**src/rtl/core/linear_queue_with_reverse_macros.svh**
```systemverilog
// assertion macros for the queue rtl
// no dependencies; included by files that carry concurrent checks
`ifndef LINEAR_QUEUE_WITH_REVERSE_MACROS_SVH
`define LINEAR_QUEUE_WITH_REVERSE_MACROS_SVH
`ifndef SYNTHESIS
// same-cycle implication, disabled while in reset
`define LQR_ASSERT_IMP(lbl, clk, rst_n, ante, cons, msg) \
    lbl: assert property (@(posedge clk) disable iff (!rst_n) (ante) |-> (cons)) \
        else $error(msg);
// next-cycle implication, disabled while in reset
`define LQR_ASSERT_NXT(lbl, clk, rst_n, ante, cons, msg) \
    lbl: assert property (@(posedge clk) disable iff (!rst_n) (ante) |=> (cons)) \
        else $error(msg);
`else
`define LQR_ASSERT_IMP(lbl, clk, rst_n, ante, cons, msg)
`define LQR_ASSERT_NXT(lbl, clk, rst_n, ante, cons, msg)
`endif
`endif

```
**src/rtl/core/lqr_pkg.sv**
```systemverilog
// shared types and codes for the linear queue with reverse
// no dependencies; used by controller, datapath and top level
`timescale 1ns / 1ps

package lqr_pkg;

    // operation select codes
    localparam logic [1:0] FN_ENQ  = 2'd0;
    localparam logic [1:0] FN_DEQ  = 2'd1;
    localparam logic [1:0] FN_DUMP = 2'd2;
    localparam logic [1:0] FN_REV  = 2'd3;

    // result status codes
    localparam logic [1:0] ST_OK    = 2'd0;
    localparam logic [1:0] ST_FULL  = 2'd1;
    localparam logic [1:0] ST_EMPTY = 2'd2;

    // controller to datapath commands
    typedef struct packed {
        logic       enq;           // store input word and advance tail
        logic       deq;           // advance head or reset the queue
        logic       rev_done;      // head to zero, tail to count minus one
        logic       slot_rd;       // read slot at head plus count
        logic       tmp_wr;        // copy slot read word into scratch
        logic       tmp_rd;        // read scratch from the far end
        logic       slot_wr_rev;   // write scratch word back to slot
        logic       cnt_clr;
        logic       cnt_inc;
        logic       out_load;      // load the output word register
        logic       out_from_slot; // output value from slot read data
        logic       out_last;
        logic [1:0] out_status;
    } t_cmd;

    // datapath to controller status
    typedef struct packed {
        logic empty;
        logic tail_full;  // tail sits at the last slot
        logic cnt_last;   // count reached the final entry
        logic out_free;   // output register can take a word
    } t_stat;

endpackage

```
**src/rtl/core/linear_queue_with_reverse.sv**
```systemverilog
// enqueue: result word goes through the response state; dequeue: slot read then load state; both wait on output stalls
// dump of n entries: one word at a time through the slot ram registered read
// reverse of n entries: two copy passes through slot and scratch ram
// one operation at a time; a new command word is accepted only after the previous operation
// has loaded its last result word; full enqueue and operations on an empty queue only respond
// synchronous active-low reset empties the queue; slot contents are not cleared
`timescale 1ns / 1ps

module linear_queue_with_reverse #(
    parameter int DEPTH = 8
) (
    input  logic        i_clk,
    input  logic        i_rst_n,
    input  logic        i_s_axis_tvalid,
    output logic        o_s_axis_tready,
    input  logic [31:0] i_s_axis_tdata,  // [31:0] data
    input  logic [1:0]  i_s_axis_tuser,  // [1:0] func
    output logic        o_m_axis_tvalid,
    input  logic        i_m_axis_tready,
    output logic [31:0] o_m_axis_tdata,  // [31:0] value
    output logic [1:0]  o_m_axis_tuser,  // [1:0] status
    output logic        o_m_axis_tlast
);

    lqr_pkg::t_cmd  w_cmd;
    lqr_pkg::t_stat w_stat;
    logic signed [31:0] w_out_value;

    // operation sequencer
    lqr_ctrl u_ctrl (
        .i_clk      (i_clk),
        .i_rst_n    (i_rst_n),
        .i_in_valid (i_s_axis_tvalid),
        .i_func     (i_s_axis_tuser),
        .o_in_ready (o_s_axis_tready),
        .i_stat     (w_stat),
        .o_cmd      (w_cmd)
    );

    // storage and output word
    lqr_dpath #(
        .DEPTH (DEPTH)
    ) u_dpath (
        .i_clk        (i_clk),
        .i_rst_n      (i_rst_n),
        .i_cmd        (w_cmd),
        .o_stat       (w_stat),
        .i_data       (i_s_axis_tdata),
        .i_out_ready  (i_m_axis_tready),
        .o_out_valid  (o_m_axis_tvalid),
        .o_out_status (o_m_axis_tuser),
        .o_out_value  (w_out_value),
        .o_out_last   (o_m_axis_tlast)
    );

    assign o_m_axis_tdata = w_out_value;

endmodule

```
**src/rtl/core/lqr_ram.sv**
```systemverilog
// generic single write port, single read port ram with registered read
// no dependencies
`timescale 1ns / 1ps

module lqr_ram #(
    parameter int WIDTH = 32,
    parameter int DEPTH = 8,
    localparam int AW = $clog2(DEPTH)
) (
    input  logic             i_clk,
    input  logic             i_wr_en,
    input  logic [AW-1:0]    i_wr_addr,
    input  logic [WIDTH-1:0] i_wr_data,
    input  logic             i_rd_en,
    input  logic [AW-1:0]    i_rd_addr,
    output logic [WIDTH-1:0] o_rd_data
);

    logic [WIDTH-1:0] r_mem [DEPTH];
    logic [WIDTH-1:0] r_rd_data;

    // write port and registered read port
    always_ff @(posedge i_clk) begin
        if (i_wr_en) begin
            r_mem[i_wr_addr] <= i_wr_data;
        end
        if (i_rd_en) begin
            r_rd_data <= r_mem[i_rd_addr];
        end
    end

    assign o_rd_data = r_rd_data;

endmodule

```
**src/rtl/core/lqr_ctrl.sv**
```systemverilog
// operation sequencer for the linear queue
// depends on lqr_pkg for command, status and code definitions
`timescale 1ns / 1ps

module lqr_ctrl (
    input  logic              i_clk,
    input  logic              i_rst_n,
    input  logic              i_in_valid,
    input  logic [1:0]        i_func,
    output logic              o_in_ready,
    input  lqr_pkg::t_stat    i_stat,
    output lqr_pkg::t_cmd     o_cmd
);

    localparam logic [3:0] S_IDLE    = 4'd0;
    localparam logic [3:0] S_RESP    = 4'd1;
    localparam logic [3:0] S_DEQ_RD  = 4'd2;
    localparam logic [3:0] S_DEQ_LD  = 4'd3;
    localparam logic [3:0] S_DUMP_RD = 4'd4;
    localparam logic [3:0] S_DUMP_LD = 4'd5;
    localparam logic [3:0] S_REV_RD  = 4'd6;
    localparam logic [3:0] S_REV_WR  = 4'd7;
    localparam logic [3:0] S_REV2_RD = 4'd8;
    localparam logic [3:0] S_REV2_WR = 4'd9;

    logic [3:0] r_state, n_state;
    logic [1:0] r_status, n_status;

    // next state and command decode
    always_comb begin
        n_state    = r_state;
        n_status   = r_status;
        o_cmd      = '0;
        o_in_ready = (r_state == S_IDLE);
        case (r_state)
            S_IDLE: begin
                o_cmd.cnt_clr = 1'b1;
                if (i_in_valid) begin
                    case (i_func)
                        lqr_pkg::FN_ENQ: begin
                            if (i_stat.empty || !i_stat.tail_full) begin
                                o_cmd.enq = 1'b1;
                                n_status  = lqr_pkg::ST_OK;
                            end else begin
                                n_status  = lqr_pkg::ST_FULL;
                            end
                            n_state = S_RESP;
                        end
                        lqr_pkg::FN_DEQ: begin
                            if (i_stat.empty) begin
                                n_status = lqr_pkg::ST_EMPTY;
                                n_state  = S_RESP;
                            end else begin
                                n_state  = S_DEQ_RD;
                            end
                        end
                        lqr_pkg::FN_DUMP: begin
                            if (i_stat.empty) begin
                                n_status = lqr_pkg::ST_EMPTY;
                                n_state  = S_RESP;
                            end else begin
                                n_state  = S_DUMP_RD;
                            end
                        end
                        lqr_pkg::FN_REV: begin
                            if (i_stat.empty) begin
                                n_status = lqr_pkg::ST_EMPTY;
                                n_state  = S_RESP;
                            end else begin
                                n_state  = S_REV_RD;
                            end
                        end
                        default: n_state = S_IDLE;
                    endcase
                end
            end
            // single status word with zero value
            S_RESP: begin
                if (i_stat.out_free) begin
                    o_cmd.out_load   = 1'b1;
                    o_cmd.out_status = r_status;
                    o_cmd.out_last   = 1'b1;
                    n_state          = S_IDLE;
                end
            end
            S_DEQ_RD: begin
                o_cmd.slot_rd = 1'b1;
                n_state       = S_DEQ_LD;
            end
            S_DEQ_LD: begin
                if (i_stat.out_free) begin
                    o_cmd.out_load      = 1'b1;
                    o_cmd.out_from_slot = 1'b1;
                    o_cmd.out_status    = lqr_pkg::ST_OK;
                    o_cmd.out_last      = 1'b1;
                    o_cmd.deq           = 1'b1;
                    n_state             = S_IDLE;
                end
            end
            // walk head to tail, one word per read
            S_DUMP_RD: begin
                o_cmd.slot_rd = 1'b1;
                n_state       = S_DUMP_LD;
            end
            S_DUMP_LD: begin
                if (i_stat.out_free) begin
                    o_cmd.out_load      = 1'b1;
                    o_cmd.out_from_slot = 1'b1;
                    o_cmd.out_status    = lqr_pkg::ST_OK;
                    o_cmd.out_last      = i_stat.cnt_last;
                    if (i_stat.cnt_last) begin
                        n_state = S_IDLE;
                    end else begin
                        o_cmd.cnt_inc = 1'b1;
                        n_state       = S_DUMP_RD;
                    end
                end
            end
            // reverse pass one: slots into scratch in queue order
            S_REV_RD: begin
                o_cmd.slot_rd = 1'b1;
                n_state       = S_REV_WR;
            end
            S_REV_WR: begin
                o_cmd.tmp_wr = 1'b1;
                if (i_stat.cnt_last) begin
                    o_cmd.cnt_clr = 1'b1;
                    n_state       = S_REV2_RD;
                end else begin
                    o_cmd.cnt_inc = 1'b1;
                    n_state       = S_REV_RD;
                end
            end
            // reverse pass two: scratch back from the far end into slot 0 up
            S_REV2_RD: begin
                o_cmd.tmp_rd = 1'b1;
                n_state      = S_REV2_WR;
            end
            S_REV2_WR: begin
                o_cmd.slot_wr_rev = 1'b1;
                if (i_stat.cnt_last) begin
                    o_cmd.rev_done = 1'b1;
                    n_status       = lqr_pkg::ST_OK;
                    n_state        = S_RESP;
                end else begin
                    o_cmd.cnt_inc = 1'b1;
                    n_state       = S_REV2_RD;
                end
            end
            default: n_state = S_IDLE;
        endcase
    end

    // state registers
    always_ff @(posedge i_clk) begin
        if (!i_rst_n) begin
            r_state  <= S_IDLE;
            r_status <= lqr_pkg::ST_OK;
        end else begin
            r_state  <= n_state;
            r_status <= n_status;
        end
    end

endmodule

```
**src/rtl/core/lqr_dpath.sv**
```systemverilog
// queue storage, indices, walk counter and output word register
// depends on lqr_pkg, lqr_ram and the assertion macro header
`timescale 1ns / 1ps
`include "linear_queue_with_reverse_macros.svh"

module lqr_dpath #(
    parameter int DEPTH = 8
) (
    input  logic                i_clk,
    input  logic                i_rst_n,
    input  lqr_pkg::t_cmd       i_cmd,
    output lqr_pkg::t_stat      o_stat,
    input  logic signed [31:0]  i_data,
    input  logic                i_out_ready,
    output logic                o_out_valid,
    output logic [1:0]          o_out_status,
    output logic signed [31:0]  o_out_value,
    output logic                o_out_last
);

    localparam int AW = $clog2(DEPTH);

    logic [AW-1:0] r_head, n_head;
    logic [AW-1:0] r_tail, n_tail;
    logic          r_empty, n_empty;
    logic [AW-1:0] r_cnt, n_cnt;

    logic               r_out_valid;
    logic [1:0]         r_out_status;
    logic signed [31:0] r_out_value;
    logic               r_out_last;

    logic [AW-1:0] w_n_minus1;
    logic          w_tail_full;
    logic          w_out_free;

    logic          w_slot_wr_en;
    logic [AW-1:0] w_slot_wr_addr;
    logic [31:0]   w_slot_wr_data;
    logic [AW-1:0] w_slot_rd_addr;
    logic [31:0]   w_slot_q;
    logic [AW-1:0] w_tmp_rd_addr;
    logic [31:0]   w_tmp_q;

    // derived status
    assign w_n_minus1  = r_tail - r_head;
    assign w_tail_full = (r_tail == AW'(DEPTH - 1));
    assign w_out_free  = !r_out_valid || i_out_ready;

    assign o_stat.empty     = r_empty;
    assign o_stat.tail_full = w_tail_full;
    assign o_stat.cnt_last  = (r_cnt == w_n_minus1);
    assign o_stat.out_free  = w_out_free;

    // slot and scratch addressing
    assign w_slot_wr_en   = i_cmd.enq || i_cmd.slot_wr_rev;
    assign w_slot_wr_addr = i_cmd.slot_wr_rev ? r_cnt :
                            (r_empty ? '0 : r_tail + AW'(1));
    assign w_slot_wr_data = i_cmd.slot_wr_rev ? w_tmp_q : i_data;
    assign w_slot_rd_addr = r_head + r_cnt;
    assign w_tmp_rd_addr  = w_n_minus1 - r_cnt;

    lqr_ram #(
        .WIDTH (32),
        .DEPTH (DEPTH)
    ) u_slots (
        .i_clk     (i_clk),
        .i_wr_en   (w_slot_wr_en),
        .i_wr_addr (w_slot_wr_addr),
        .i_wr_data (w_slot_wr_data),
        .i_rd_en   (i_cmd.slot_rd),
        .i_rd_addr (w_slot_rd_addr),
        .o_rd_data (w_slot_q)
    );

    lqr_ram #(
        .WIDTH (32),
        .DEPTH (DEPTH)
    ) u_scratch (
        .i_clk     (i_clk),
        .i_wr_en   (i_cmd.tmp_wr),
        .i_wr_addr (r_cnt),
        .i_wr_data (w_slot_q),
        .i_rd_en   (i_cmd.tmp_rd),
        .i_rd_addr (w_tmp_rd_addr),
        .o_rd_data (w_tmp_q)
    );

    // index and counter next values
    always_comb begin
        n_head  = r_head;
        n_tail  = r_tail;
        n_empty = r_empty;
        n_cnt   = r_cnt;
        if (i_cmd.enq) begin
            if (r_empty) begin
                n_head  = '0;
                n_tail  = '0;
                n_empty = 1'b0;
            end else begin
                n_tail  = r_tail + AW'(1);
            end
        end
        if (i_cmd.deq) begin
            if (r_head == r_tail) begin
                n_head  = '0;
                n_tail  = '0;
                n_empty = 1'b1;
            end else begin
                n_head  = r_head + AW'(1);
            end
        end
        if (i_cmd.rev_done) begin
            n_head = '0;
            n_tail = w_n_minus1;
        end
        if (i_cmd.cnt_clr) begin
            n_cnt = '0;
        end else if (i_cmd.cnt_inc) begin
            n_cnt = r_cnt + AW'(1);
        end
    end

    // index registers
    always_ff @(posedge i_clk) begin
        if (!i_rst_n) begin
            r_head  <= '0;
            r_tail  <= '0;
            r_empty <= 1'b1;
            r_cnt   <= '0;
        end else begin
            r_head  <= n_head;
            r_tail  <= n_tail;
            r_empty <= n_empty;
            r_cnt   <= n_cnt;
        end
    end

    // output word register valid
    always_ff @(posedge i_clk) begin
        if (!i_rst_n) begin
            r_out_valid <= 1'b0;
        end else if (i_cmd.out_load) begin
            r_out_valid <= 1'b1;
        end else if (i_out_ready) begin
            r_out_valid <= 1'b0;
        end
    end

    // output word register payload
    always_ff @(posedge i_clk) begin
        if (i_cmd.out_load) begin
            r_out_status <= i_cmd.out_status;
            r_out_value  <= i_cmd.out_from_slot ? w_slot_q : '0;
            r_out_last   <= i_cmd.out_last;
        end
    end

    assign o_out_valid  = r_out_valid;
    assign o_out_status = r_out_status;
    assign o_out_value  = r_out_value;
    assign o_out_last   = r_out_last;

    // checks
    `LQR_ASSERT_IMP(a_empty_idx, i_clk, i_rst_n, r_empty, (r_head == '0) && (r_tail == '0), "empty queue with nonzero index")
    `LQR_ASSERT_IMP(a_head_le_tail, i_clk, i_rst_n, 1'b1, r_head <= r_tail, "head above tail")
    `LQR_ASSERT_IMP(a_enq_room, i_clk, i_rst_n, i_cmd.enq, r_empty || !w_tail_full, "enqueue into full queue")
    `LQR_ASSERT_IMP(a_deq_nonempty, i_clk, i_rst_n, i_cmd.deq, !r_empty, "dequeue from empty queue")
    `LQR_ASSERT_IMP(a_load_free, i_clk, i_rst_n, i_cmd.out_load, w_out_free, "output word overwritten")
    `LQR_ASSERT_NXT(a_rev_head, i_clk, i_rst_n, i_cmd.rev_done, (r_head == '0) && !r_empty, "reverse left head off slot 0")

endmodule

```
**config.mk**
```make
export PLATFORM = sky130hd
export DESIGN_NAME = linear_queue_with_reverse
export DESIGN_NICKNAME = d
export VERILOG_FILES = /design/src/rtl/core/lqr_pkg.sv /design/src/rtl/core/linear_queue_with_reverse.sv /design/src/rtl/core/lqr_ram.sv /design/src/rtl/core/lqr_ctrl.sv /design/src/rtl/core/lqr_dpath.sv
export VERILOG_INCLUDE_DIRS = /design/src /design/src/rtl/core
export SDC_FILE = /design/constraint.sdc
export NUM_CORES = 1
export LEC_CHECK = 0
export BUFFER_PORTS_ARGS = -buffer_cell sky130_fd_sc_hd__buf_2
export CORE_ASPECT_RATIO = 1.25
export CORE_MARGIN = 3
export CORE_UTILIZATION = 40
export CTS_BUF_LIST = sky130_fd_sc_hd__clkbuf_8
export DETAILED_ROUTE_END_ITERATION = 8
export GPL_ROUTABILITY_DRIVEN = 0
export GPL_TIMING_DRIVEN = 0
export PLACE_DENSITY_LB_ADDON = 0.1
export REMOVE_ABC_BUFFERS = 1
export SYNTH_ARGS = -nofsm -noshare
export SYNTH_HDL_FRONTEND = slang
export SYNTH_SLANG_ARGS = --single-unit
```
**constraint.sdc**
```tcl
create_clock -name i_clk -period 10.2 [get_ports i_clk]
set_clock_uncertainty 0.15 [all_clocks]
set_input_delay 1.53 -clock i_clk [delete_from_list [all_inputs] [get_ports i_clk]]
set_output_delay 1.53 -clock i_clk [all_outputs]
set_load 0.1 [all_outputs]
```
==> metrics.txt <==
Distinct cells, synth=56; Arrival @ worst endpoint=5.51 ns; io pins=75; uppermost layer routed=met4; f_max=188 MHz; area of the die=0.0696 mm^2; Worst-Margin Slew=1.25 ns; Global Route Usage Sum=20.1%; final hold violation count=0; crit path kind=flip-flop to flip-flop; Synth Instances=1,662; DP Wirelength=43,200 um; met2 WL post-DR=34,400 um; first-pass GRT wire length=103,000 um; Worst Reg-to-Reg Cells=12; Min-Delay Path Class=flip-flop to flip-flop; unrepaired setup endpoints after global routing=false; Layout Nets=1,832; worst-path maximum fanout=40; Core Rows=105; cts repair resizes=0; Post-synth top flop=edfxtp_1; sequential power share=57.3%; Netlist Area Pre-Place=0.0266 mm^2; Area growth syn-to-layout=15.0%; GR Overflow Total=0; synth warn=0; Initial Util=40.5%; Seq/Total Area, Yosys=70.3%; power per cell area=163 mW/mm^2; Max Cap Viol=0; CTS tree=yes; Async S/R FF share, synth=0%; Die Wd=237 um; CTS max path bufs=3; Post-synth EDFFs=611; Setup Fix Bufs, Post-CTS=0; largest net degree at the start of global routing=57; initial antenna violation count=4; fin crit period=5.31 ns; # setup viols final=0; Worst Setup End Kind=flip-flop; Mean Syn Cell Area=16.0 um^2; cts bufs inserted=99; Total Power=4970 uW; Worst VDD drop=117 uV; NetSw=1150 uW; DR iter-0 viols=1,131; Die Ht=294 um; sw frac=23.1%; share of cells above drive strength 1=22.8%; vias in the first global route=15,700; Comb pwr share=3.8%; Wirelength per Cell=25.8 um; wl on met1=30,600 um; Final Cycle Share=52.0%; clk slew on worst S/H paths=0.06 ns; outcome=finished, final reports clean; Post-DRT Antenna Nets=0; Power Internal=3830 uW; commonest non-fill, non-tap cell in the layout=edfxtp_1; vias per cell=5.60; Worst EP required=10.40 ns; hold depth=2; Core ar.=0.0657 mm^2; htree depth=3; Leak=0.0102 uW; CP Launch Type=flip-flop; Slew HR=16.8%; I/O Buffers=74; vias=15,200; CTS Hold Bufs=0; Clock power frac=39.0%; Root Buffer=clkbuf_8; Routed Wire Length=70,100 um; # DRC=0; Cells after DPL=2,537; Clk Latency, worst-skew pair=0.69 ns; CTS sink cnt=628; register-to-register setup slack=4.89 ns; most frequent cells in the layout=611 x edfxtp_1, 165 x mux2i_1, 102 x clkbuf_8; DR pass1 iterations=5; routed wl met3=3660 um; Slew Viols, Final=0; non-filler cells, final=2,719; synthesized flop and latch total=628
==> per-stage QoR <==
stage,hold WS [ns],cell area [um^2],setup slack [ns],utilization (%),setup TNS [ns]
after floorplan,0.294,26100,1.56,-,0
after global placement,0.329,27500,-5.37,41.9,-1227.12
after detailed placement,0.342,28800,5.00,43.8,0
after CTS,0.354,30600,4.94,46.5,0
after global routing,0.382,30600,4.55,46.5,0
final,0.349,30600,4.89,46.5,0
==> cells in the mapped netlist (all sizes together) (7+ instances only) <==
master   number  area (um^2)
mux4         64         1440
a21oi        75          375
nor2         92          345
edfxtp      611        18300
clkbuf       73          274
mux2i       165         1650
mux2         65          732
nand3        70          350
or3          64          400
and2         34          213
inv           9         33.8
ha            9          113
o2111ai      32          280
o22ai        33          206
nor2b         7         43.8
nand2        86          323
dfxtp        17          340
nor3         11         55.1
nor4         33          213
buf          41          216
==> registers in the layout, indices dropped and copies added (netlist names), 3 cells and up <==
| register | count |
|---|---|
| u_dpath.u_scratch.o_rd_data | 32 |
| u_dpath.o_out_value | 32 |
| u_ctrl.r_state | 4 |
| u_dpath.u_slots.r_mem | 256 |
| u_dpath.r_cnt | 3 |
| u_dpath.u_scratch.r_mem | 256 |
| u_dpath.r_head | 3 |
| u_dpath.r_tail | 3 |
| u_dpath.u_slots.o_rd_data | 32 |
==> per-layer routing <==
metal	track usage, %	vias up
met2	33.7	433
met4	6.18	0
met1	27.2	7875
met3	3.29	110
met5	0	-
li1	-	6815
==> area by class of cell <==
class	count	area, um^2
Tap cell	856	1070
Timing Repair Buffer	133	1420
Clock buffer	102	1400
Sequential cell	628	18700
Fill cell	5826	35100
Antenna cell	1	2.50
Inverter	9	33.8
Clock inverter	79	362
Multi-Input combinational cell	911	7590
==> logic make-up (layout without fill, tap and decap cells) <==
logic type,count (synthesis),after routing,synth area share (%)
multiplexers,294,294,14.4
flip-flops,628,628,70.3
AO/OA/AOI/OAI,173,173,4.22
buffers and inverters,123,323,1.97
adder cells (fa/ha/maj),12,12,0.650
other,0,1,0
AND/OR/NAND/NOR,423,423,8.01
XOR/XNOR,9,9,0.452
==> critical path, stage by stage, from the launching register on <==
cell and delay (ns):
dfxtp_1 0.35, inv_1 0.11, ha_1 0.16, inv_1 0.05
fa_1 0.56, inv_1 0.13, fa_4 0.85, buf_16 0.28
or3b_2 1.01, o22ai_1 0.20, mux2i_1 0.18, o2111ai_1 0.13
nor4_1 0.77
==> worst paths after layout <==
kind / start / to
max: u_dpath.r_tail[0] / u_dpath.u_scratch.o_rd_data[16]
min: u_ctrl.r_status[0] / u_ctrl.r_status[0]
max reg2reg: u_dpath.r_tail[0] / u_dpath.u_scratch.o_rd_data[16]
min reg2reg: u_ctrl.r_status[0] / u_ctrl.r_status[0]
==> power groups by stage <==
stage,combinational (uW),sequential [uW],clock [uW]
final,187,2850,1940
after global routing,197,2850,2120
after CTS,190,2850,2000
after detailed placement,189,2900,0
after global placement,180,2900,0
after floorplan,49.0,2990,0
Power figures use the tool's default switching activity.
